**src/hdl/chained_hash_set_defines.svh**
```systemverilog
// assertion macros for the chained hash set
// used by the top level
`ifndef CHAINED_HASH_SET_DEFINES_SVH
`define CHAINED_HASH_SET_DEFINES_SVH
// implication checked on every clock edge outside reset
`define CHS_ASSERT_IMP(label, ante, cons) \
  label: assert property (@(posedge clk) disable iff (rst) (ante) |-> (cons)) \
    else $error("assertion failed");
// implication whose consequent is checked in the next cycle
`define CHS_ASSERT_NXT(label, ante, cons) \
  label: assert property (@(posedge clk) disable iff (rst) (ante) |=> (cons)) \
    else $error("assertion failed");
`endif

```
**src/hdl/chs_modred.sv**
```systemverilog
// reduction of the 32-bit hash modulo the bucket count, one bit per cycle
// depends on nothing but its ports
module chs_modred (
  input  logic        clk,
  input  logic        rst,
  input  logic        go,
  input  logic [31:0] hash_value,
  input  logic [8:0]  divisor,
  output logic        done,
  output logic [8:0]  remainder
);
  logic [31:0] shreg;
  logic [9:0]  rem;
  logic [5:0]  cnt;
  logic        run;
  logic [9:0]  trial;
  logic [9:0]  rem_next;

  always_comb begin
    trial = {rem[8:0], shreg[31]};
    if (trial >= {1'b0, divisor}) begin
      rem_next = trial - {1'b0, divisor};
    end else begin
      rem_next = trial;
    end
  end

  always_ff @(posedge clk) begin
    if (rst) begin
      run  <= 1'b0;
      done <= 1'b0;
      cnt  <= '0;
    end else begin
      done <= run && !go && (cnt == 6'd31);
      if (go) begin
        run   <= 1'b1;
        cnt   <= '0;
        rem   <= '0;
        shreg <= hash_value;
      end else if (run) begin
        rem   <= rem_next;
        shreg <= {shreg[30:0], 1'b0};
        cnt   <= cnt + 6'd1;
        if (cnt == 6'd31) begin
          run <= 1'b0;
        end
      end
    end
  end

  assign remainder = rem[8:0];
endmodule

```
**config.mk**
```make
export PLATFORM = sky130hd
export DESIGN_NAME = chs_modred
export DESIGN_NICKNAME = d
export VERILOG_FILES = /design/src/hdl/chained_hash_set_defines.svh /design/src/hdl/chs_modred.sv
export SDC_FILE = /design/constraint.sdc
export NUM_CORES = 1
export LEC_CHECK = 0
export BUFFER_PORTS_ARGS = -buffer_cell sky130_fd_sc_hd__buf_4
export CORE_UTILIZATION = 50
export CTS_BUF_LIST = sky130_fd_sc_hd__clkbuf_16
export CTS_CLUSTER_DIAMETER = 50
export DETAILED_ROUTE_END_ITERATION = 8
export GPL_TIMING_DRIVEN = 0
export PLACE_DENSITY = 0.74
export SLEW_MARGIN = 10
export SYNTH_ARGS = -nofsm -noshare
export SYNTH_HDL_FRONTEND = slang
export SYNTH_SLANG_ARGS = --single-unit
```
**constraint.sdc**
```tcl
create_clock -name clk -period 7.8 [get_ports clk]
set_input_delay 1.17 -clock clk [delete_from_list [all_inputs] [get_ports clk]]
set_output_delay 1.17 -clock clk [all_outputs]
set_load 0.05 [all_outputs]
```
==> results of run 1 <==
-- report_power, final --
group	internal [uW]	switching, uW
logic	65.4	73.0
registers	305	7.45
clock network	183	90.4
total	554	171
-- per-layer routing --
layer	part of all wire [%]	vias up	track usage, %
met5	0	-	0
met4	1.3	0	7.05
met3	4.0	7	3.84
met2	53	37	31.5
met1	42	863	22.5
li1	-	887	-
-- area by class of cell --
class                   count  area [sq um]  share of cell area, %
plain buffers               8          31.3                  0.958
flip-flops and latches     49          1390                   42.6
clock buffers               5           125                   3.83
multi-input cells         138          1110                   34.1
clock inverters             3          65.1                   1.99
repair buffers             53           418                   12.8
inverters                  10          37.5                   1.15
well taps                  67          83.8                   2.57
-- critical path, stage by stage --
cell	delay, ns
buf_4	0.08
ha_1	0.16
inv_1	0.05
fa_1	0.42
a211o_1	0.31
a221o_1	0.38
a211oi_4	0.44
mux2i_1	0.24
nor2_1	0.06
-- cells in the mapped netlist, types with 2 or more instances --
| cell | n | area, sq um |
|---|---|---|
| nor4_1 | 3 | 18.8 |
| o211a_1 | 2 | 20.0 |
| dfxtp_1 | 8 | 160 |
| inv_1 | 10 | 37.5 |
| and3_1 | 2 | 12.5 |
| a21oi_1 | 9 | 45.0 |
| edfxtp_1 | 41 | 1230 |
| xnor2_1 | 2 | 17.5 |
| ha_1 | 10 | 125 |
| or2_2 | 2 | 12.5 |
| nor3_1 | 3 | 15.0 |
| a21o_1 | 3 | 22.5 |
| clkbuf_1 | 3 | 11.3 |
| nand3_1 | 2 | 10.0 |
| xor2_1 | 4 | 35.0 |
| nor2_1 | 17 | 63.8 |
| o21ai_0 | 5 | 25.0 |
| a211o_1 | 3 | 26.3 |
| mux2_2 | 31 | 349 |
| nor2b_1 | 2 | 12.5 |
| nand2_1 | 12 | 45.0 |
| nand4_1 | 4 | 25.0 |
| buf_1 | 4 | 15.0 |
| mux2i_1 | 4 | 40.0 |
-- cell families after synthesis --
logic type               count (synthesis)  synth area share (%)
AND/OR/NAND/NOR                         54                  10.8
flip-flops                              49                  54.2
multiplexers                            35                  15.2
AO/OA/AOI/OAI                           32                  9.37
buffers and inverters                   18                  2.68
adder cells (fa/ha/maj)                 11                  5.66
XOR/XNOR                                 6                  2.05
-- registers in the layout (all words and copies together), names as in the netlist --
| name | count |
|---|---|
| done | 1 |
| rem | 9 |
| cnt | 6 |
| shreg | 32 |
| run | 1 |
-- worst paths after layout --
| path | end | slack (ns) | cells after the start |
|---|---|---|---|
| worst max-delay path | rem[1] | 4.51 | 9 |
| worst min-delay path | done | 0.48 | 1 |
| worst max register to register | rem[1] | 5.01 | 9 |
| worst min register to register | done | 0.48 | 1 |
-- per-stage QoR --
stage	setup slack, ns	total power [uW]	util [%]
after floorplan	3.76	413	-
after global placement	2.83	452	63.1
after detailed placement	4.21	457	63.8
after CTS	4.50	728	67.8
after global routing	4.39	749	67.8
final	4.51	725	67.8
==> flow_metrics.py, run 1 <==
metrics = {
    "routing": {
        "wirelength_microns": 4770,
        "dr.pass1.iters": 4,
        "wl_per_cell_microns": 14.3,
        "drc": 0,
        "postRouteAntennaNets": 0,
        "drt_iter0_markers": 77,
        "via_per_inst": 5.39,
        "num_vias": 1794,
    },
    "finish": {
        "antenna_cells": 0,
        "fin_nets": 320,
        "post-route-cell-area_sq_mm": 0.00326,
        "final_common_cell": "buf_4",
        "area.growth.synth_to_final_pct": 27.3,
        "final_cell_mix": "buf_4, edfxtp_1, mux2_2, nor2_1, nand2_1",
        "layout-drive-gt1-share_pct": 38.7,
        "nFillCells": 378,
        "final_cells": 333,
    },
    "grt": {
        "grt_antenna_before_repair": 0,
        "grt_pass1_vias": 1634,
        "grt_overflow_total": 0,
        "track_usage_pct": 18.3,
        "grt_start_max_net_pins": 24,
        "grt_pass1_wl_microns": 7370,
    },
    "floorplanning": {
        "die_h_microns": 73.6,
        "die_area_sq_mm": 0.00542,
        "row_count": 25,
        "ios": 54,
        "die_w_microns": 73.6,
        "start_util_pct": 53.2,
        "core_sq_mm": 0.00482,
    },
    "synthesis": {
        "ys.flop_type": "edfxtp_1",
        "async_reset_ff_share_pct": 0,
        "ys_ff_latch": 49,
        "seq_area_frac_synth_pct": 54.2,
        "syn_nets": 260,
        "ys_types": 43,
        "syn-cell-area_sq_mm": 0.00256,
        "yosys_warnings": 0,
        "synthCells": 205,
        "syn_area_per_cell_sq_um": 12.5,
        "synth_edf_count": 41,
    },
    "placed_design": {
        "post_dp_cell_area_sq_mm": 0.00307,
        "gp_congestion": 0.862,
        "port_buffers": 52,
        "dp.cells": 325,
        "dp_hpwl_microns": 3500,
    },
    "job": {
        "maxCapViolations": 0,
    },
    "timing": {
        "timing.hold.ws_ns": 0.478,
        "fin_tns_setup_ns": 0,
        "max_freq_mhz": 304,
        "fin_crit_sh_pct": 42.2,
        "tightestPinTransition_ns": 0.587,
        "rsz0062_at_grt": "false",
        "slew_viol_final": 0,
        "relSlewSlack_pct": 60.8,
        "fin_worst_skew_ns": 0.00572,
        "finalHoldViolCount": 0,
        "setup_violations": 0,
        "fin_crit_ns": 3.29,
    },
    "critical_path": {
        "critical_path_class": "in2reg",
        "crit_fanout": 7,
        "start_kind": "input pin",
        "reg2reg_from": "shreg[31]",
        "critPathCaptureType": "flip-flop",
        "cp-startpoint": "divisor[0]",
        "crit_arrival_ns": 3.31,
        "required_ns": 7.82,
    },
    "pwr": {
        "peakVddDrop_mv": 0.134,
        "p_leak_uw": 0.00134,
        "power_density_mw_per_mm2": 222,
    },
    "min_path": {
        "worstHoldStart": "cnt[5]",
        "hold_path.class": "reg2reg",
    },
    "clock_network": {
        "clock-sinks": 49,
        "path_clk_slew_ns": 0.06,
        "postCtsSetupRepairBufs": 0,
        "root_buffer": "clkbuf_16",
        "cts_tree": "done",
        "clk_latency_ns": 0.29,
        "cts_buffers": 5,
        "postCtsHoldBufs": 0,
        "htree_levels": 2,
        "cts_buffer_depth": 2,
        "cts_resized": 0,
    },
    "outcome": {
        "status": "completed",
    },
}
Power figures use the tool's default switching activity.
==> run 2, diff against run 1 <==
- clock period: 7.8 -> 3.2 ns (I/O delays scaled with it)
==> flow_metrics.py, run 2 (same netlist as run 1, synthesis figures left out) <==
metrics = {
    "outcome": {
        "status": "completed",
    },
    "floorplanning": {
        "die_w_microns": 73.6,
        "die_area_sq_mm": 0.00542,
        "ios": 54,
        "start_util_pct": 53.2,
        "core_sq_mm": 0.00482,
        "die_h_microns": 73.6,
        "row_count": 25,
    },
    "clock_network": {
        "cts_resized": 0,
        "htree_levels": 2,
        "cts_tree": "done",
        "root_buffer": "clkbuf_16",
        "clk_latency_ns": 0.28,
        "cts_buffers": 5,
        "cts_buffer_depth": 2,
        "postCtsSetupRepairBufs": 0,
        "path_clk_slew_ns": 0.06,
        "clock-sinks": 49,
        "postCtsHoldBufs": 0,
    },
    "critical_path": {
        "crit_fanout": 7,
        "reg2reg_depth": 9,
        "cp-startpoint": "shreg[31]",
        "reg2reg_from": "shreg[31]",
        "critPathCaptureType": "flip-flop",
        "required_ns": 3.22,
        "start_kind": "flip-flop",
        "critical_path_class": "reg2reg",
        "r2r_end": "rem[1]",
        "rrSetupSlack_ns": 0.40,
        "crit_arrival_ns": 2.82,
    },
    "finish": {
        "antenna_cells": 0,
        "nFillCells": 409,
        "layout-drive-gt1-share_pct": 38.0,
        "final_cell_mix": "buf_4, edfxtp_1, mux2_2, nor2_1, nand2_1",
        "reg_top3": "shreg: 32 flops, rem: 9 flops, cnt: 6 flops",
        "final_common_cell": "buf_4",
        "area.growth.synth_to_final_pct": 25.9,
        "fin_nets": 320,
        "largest-register": "shreg",
        "largest_register_ffs": 32,
    },
    "timing": {
        "max_freq_mhz": 357,
        "rsz0062_at_grt": "false",
        "tightestPinTransition_ns": 0.521,
        "relSlewSlack_pct": 65.3,
        "fin_worst_skew_ns": 0.00572,
        "fin_crit_sh_pct": 87.5,
        "finalHoldViolCount": 0,
        "slew_viol_final": 0,
        "timing.hold.ws_ns": 0.410,
        "setup_violations": 0,
        "fin_crit_ns": 2.80,
    },
    "min_path": {
        "worstHoldPathCells": 2,
        "min_to": "run",
        "worstHoldStart": "rst",
        "hold_path.class": "in2reg",
    },
    "routing": {
        "via_per_inst": 5.37,
        "dr.pass1.iters": 4,
        "drt_iter0_markers": 63,
        "drc": 0,
        "wirelength_microns": 4620,
        "wl_per_cell_microns": 13.9,
        "postRouteAntennaNets": 0,
        "num_vias": 1788,
    },
    "grt": {
        "track_usage_pct": 18.4,
        "grt_pass1_vias": 1732,
        "grt_overflow_total": 0,
        "grt_start_max_net_pins": 33,
        "grt_antenna_before_repair": 0,
        "grt_pass1_wl_microns": 7460,
    },
    "placed_design": {
        "dp_hpwl_microns": 3430,
        "port_buffers": 52,
        "gp_congestion": 0.862,
    },
    "pwr": {
        "p_leak_uw": 0.00133,
        "peakVddDrop_mv": 0.370,
        "power_uw": 1660,
        "power_density_mw_per_mm2": 514,
    },
    "job": {
        "maxCapViolations": 0,
    },
}
==> run 2: worst max path at each step <==
stage                end  slack [ns]  cells past startpoint
6_report          rem[1]        0.40                      9
3_5_place_dp      rem[1]        0.32                      9
4_1_cts           rem[1]        0.40                      9
2_1_floorplan     rem[0]        0.52                      4
5_1_grt           rem[7]        0.30                      9
3_3_place_gp   shreg[10]       -0.12                      4
==> run 2: worst max-delay path: stages (launching register included) <==
cell	delay [ns]
edfxtp_1	0.36
inv_1	0.10
ha_1	0.17
inv_1	0.05
fa_1	0.42
a211o_1	0.30
a221o_1	0.38
a211oi_4	0.45
mux2i_1	0.24
nor2_1	0.06
==> run 2: layout make-up <==
| type | instances | area, sq um | share of cell area, % |
|---|---|---|---|
| multi-input cells | 138 | 1110 | 34.4 |
| inverters | 10 | 37.5 | 1.16 |
| clock inverters | 3 | 37.5 | 1.16 |
| well taps | 67 | 83.8 | 2.60 |
| plain buffers | 8 | 31.3 | 0.969 |
| clock buffers | 5 | 125 | 3.87 |
| repair buffers | 53 | 410 | 12.7 |
| flip-flops and latches | 49 | 1390 | 43.1 |
==> run 2: per-layer routing <==
| layer | share of wire (%) | GRT usage (%) | up-vias |
|---|---|---|---|
| met3 | 3.9 | 4.25 | 8 |
| met4 | 1.6 | 7.05 | 0 |
| li1 | - | - | 892 |
| met5 | 0 | 0 | - |
| met1 | 42 | 22.7 | 847 |
| met2 | 53 | 31.3 | 41 |
==> run 2: stage by stage <==
step / TNS [ns] / utilization [%] / setup slack, ns / instances / instance area (sq um)
detailed placement: 0 / 63.7 / 0.315 / 325 / 3070
finish: 0 / 67.0 / 0.399 / 333 / 3230
floorplan: 0 / - / 0.524 / 205 / 2570
global placement: -5.01 / 63.1 / -0.124 / 324 / 3040
CTS: 0 / 67.0 / 0.404 / 333 / 3230
global route: 0 / 67.0 / 0.301 / 333 / 3230
==> run 2: where the power goes <==
group,internal (uW),total (uW),switching [uW]
combinational,158,335,177
clock,363,564,201
sequential,745,762,17.6
total,1270,1660,396
==> run 3, diff against run 2 <==
- ABC_AREA: not set -> 1
- GPL_TIMING_DRIVEN: 0 -> not set
==> flow_metrics.py, run 3 <==
metrics = {
    "finish": {
        "fin_nets": 444,
        "nFillCells": 441,
        "final_common_cell": "nand2_1",
        "reg_top3": "shreg: 32 flops, rem: 9 flops, cnt: 6 flops",
        "largest-register": "shreg",
        "antenna_cells": 0,
        "layout-drive-gt1-share_pct": 19.2,
        "final_cells": 460,
        "area.growth.synth_to_final_pct": 23.3,
        "seq_area_sq_mm": 0.00139,
        "largest_register_ffs": 32,
        "multiInputGateArea_sq_mm": 0.00113,
        "final_cell_mix": "nand2_1, buf_4, inv_1, edfxtp_1, nor2_1",
        "fin_util_pct": 64.6,
    },
    "synthesis": {
        "ys_top_cells_by_count": "nand2_1, inv_1, edfxtp_1, nor2_1, ha_1",
        "syn_nets": 390,
        "yosysTopAreaCellShare_pct": 45.4,
        "yosys_warnings": 0,
        "async_reset_ff_share_pct": 0,
        "seq_area_frac_synth_pct": 51.3,
        "synth_edf_count": 41,
        "synth.most_common_cell": "nand2_1",
        "synthCells": 335,
        "yosys.area.top_type": "edfxtp_1",
        "synth_area_leaders": "edfxtp_1, nand2_1, inv_1",
        "syn_area_per_cell_sq_um": 8.09,
        "syn-cell-area_sq_mm": 0.00271,
        "ys_ff_latch": 49,
        "ys_types": 26,
        "ys.flop_type": "edfxtp_1",
    },
    "routing": {
        "via_per_inst": 4.76,
        "dr.pass1.iters": 4,
        "wl_met1_microns": 2380,
        "wl_per_cell_microns": 11.2,
        "wl_met2_microns": 2460,
        "drc": 0,
        "postRouteAntennaNets": 0,
        "drt_iter0_markers": 75,
        "wirelength_microns": 5140,
        "highest_layer": "met4",
        "routed-wl-met3_microns": 235,
        "num_vias": 2189,
    },
    "timing": {
        "setup_violations": 0,
        "rsz0062_at_grt": "false",
        "tightestPinTransition_ns": 0.536,
        "relSlewSlack_pct": 64.2,
        "fin_crit_sh_pct": 63.6,
        "fin_worst_skew_ns": 0.00281,
        "timing.hold.ws_ns": 0.459,
        "max_freq_mhz": 491,
        "slew_viol_final": 0,
        "finalHoldViolCount": 0,
        "fin_crit_ns": 2.04,
        "fin_tns_setup_ns": 0,
    },
    "placed_design": {
        "dp_hpwl_microns": 3780,
        "dp.cells": 452,
        "gp_congestion": 0.869,
        "port_buffers": 53,
    },
    "critical_path": {
        "r2r_end": "rem[8]",
        "reg2reg_from": "shreg[31]",
        "crit_fanout": 4,
        "critPathCaptureType": "flip-flop",
        "crit_arrival_ns": 2.18,
        "reg2reg_depth": 11,
        "required_ns": 3.34,
        "rrSetupSlack_ns": 1.16,
        "critical_path_class": "reg2reg",
        "start_kind": "flip-flop",
    },
    "floorplanning": {
        "row_count": 26,
        "start_util_pct": 52.4,
        "die_h_microns": 75.6,
        "die_w_microns": 75.6,
        "die_area_sq_mm": 0.00572,
        "core_sq_mm": 0.00517,
        "ios": 54,
    },
    "clock_network": {
        "cts_buffer_depth": 2,
        "postCtsHoldBufs": 0,
        "clk_latency_ns": 0.28,
        "cts_tree": "done",
        "path_clk_slew_ns": 0.06,
        "cts_buffers": 5,
        "htree_levels": 2,
        "root_buffer": "clkbuf_16",
        "clock-sinks": 49,
        "cts_resized": 0,
        "postCtsSetupRepairBufs": 0,
    },
    "grt": {
        "grt_antenna_before_repair": 0,
        "track_usage_pct": 19.8,
        "grt_pass1_vias": 1968,
        "grt_pass1_wl_microns": 8550,
        "grt_start_max_net_pins": 41,
        "grt_overflow_total": 0,
    },
    "pwr": {
        "power_density_mw_per_mm2": 483,
        "peakVddDrop_mv": 0.319,
        "p_leak_uw": 0.00167,
    },
    "min_path": {
        "hold_path.class": "in2reg",
        "worstHoldStart": "hash_value[0]",
        "min_to": "shreg[0]",
        "worstHoldPathCells": 3,
    },
    "job": {
        "maxCapViolations": 0,
    },
    "outcome": {
        "status": "completed",
    },
}
run 3: changes by cell type in the layout (fill, tap and decap cells not counted), moves of 6 or more:
cell / before / now
nand3_1: 2 / 9
inv_1: 11 / 44
nand2_1: 12 / 149
nand3b_1: 0 / 6
mux2_2: 31 / 0
nor2_1: 16 / 26
run 3: worst max-delay path by stage:
stage,startpoint,end,slack (ns),cells past startpoint
after floorplan,go,rem[0],0.90,3
after global placement,divisor[0],rem[0],1.16,12
after detailed placement,divisor[0],rem[8],1.08,11
after CTS,shreg[31],rem[8],1.16,11
after global routing,shreg[31],rem[3],0.99,11
final,shreg[31],rem[8],1.16,11
run 3: cells by family (layout without fill, tap and decap cells):
kind of cell	count (synthesis)	after routing	synth area share, %
xor gates and xnor gates	3	3	0.969
DFF	49	49	51.3
adders and majority gates	11	11	5.35
AOI/OAI and AO/OA	15	15	2.81
and+or+nand+nor	205	205	32.3
buffers and inverters	52	107	7.29
run 3: area by class of cell:
class,count,share of cell area (%)
Tap cell,70,2.62
Timing Repair Buffer,55,12.7
Inverter,44,4.94
Clock buffer,5,3.74
Clock inverter,3,0.412
Multi-Input combinational cell,234,33.9
Sequential cell,49,41.6
run 3: critical path, cell delays in order (launching register included):
cell	delay (ns)
edfxtp_1	0.40
inv_1	0.08
ha_1	0.14
inv_1	0.06
fa_1	0.39
nand2_1	0.09
nand2_2	0.07
nand3_2	0.08
nand2_2	0.08
a21oi_1	0.31
nor2_1	0.09
nor2_1	0.10
run 3: through the flow:
| stage | power (uW) | setup WS [ns] | instance area [sq um] |
|---|---|---|---|
| 3_5_place_dp | 1130 | 1.08 | 3200 |
| 3_3_place_gp | 1120 | 1.16 | 3200 |
| 5_1_grt | 1690 | 0.991 | 3340 |
| 4_1_cts | 1620 | 1.16 | 3340 |
| 2_1_floorplan | 1020 | 0.900 | 2720 |
| 6_report | 1610 | 1.16 | 3340 |
run 3: metal layers:
| layer | vias to the layer above | GRT usage (%) |
|---|---|---|
| li1 | 1158 | - |
| met1 | 963 | 26.1 |
| met2 | 62 | 33.8 |
| met3 | 6 | 3.04 |
| met4 | 0 | 5.76 |
| met5 | - | 0 |
run 3: where the power goes:
group          leakage (uW)  internal (uW)  switching, uW
clock             0.0000748            284            213
sequential         0.000461            745           20.8
combinational       0.00114            135            216
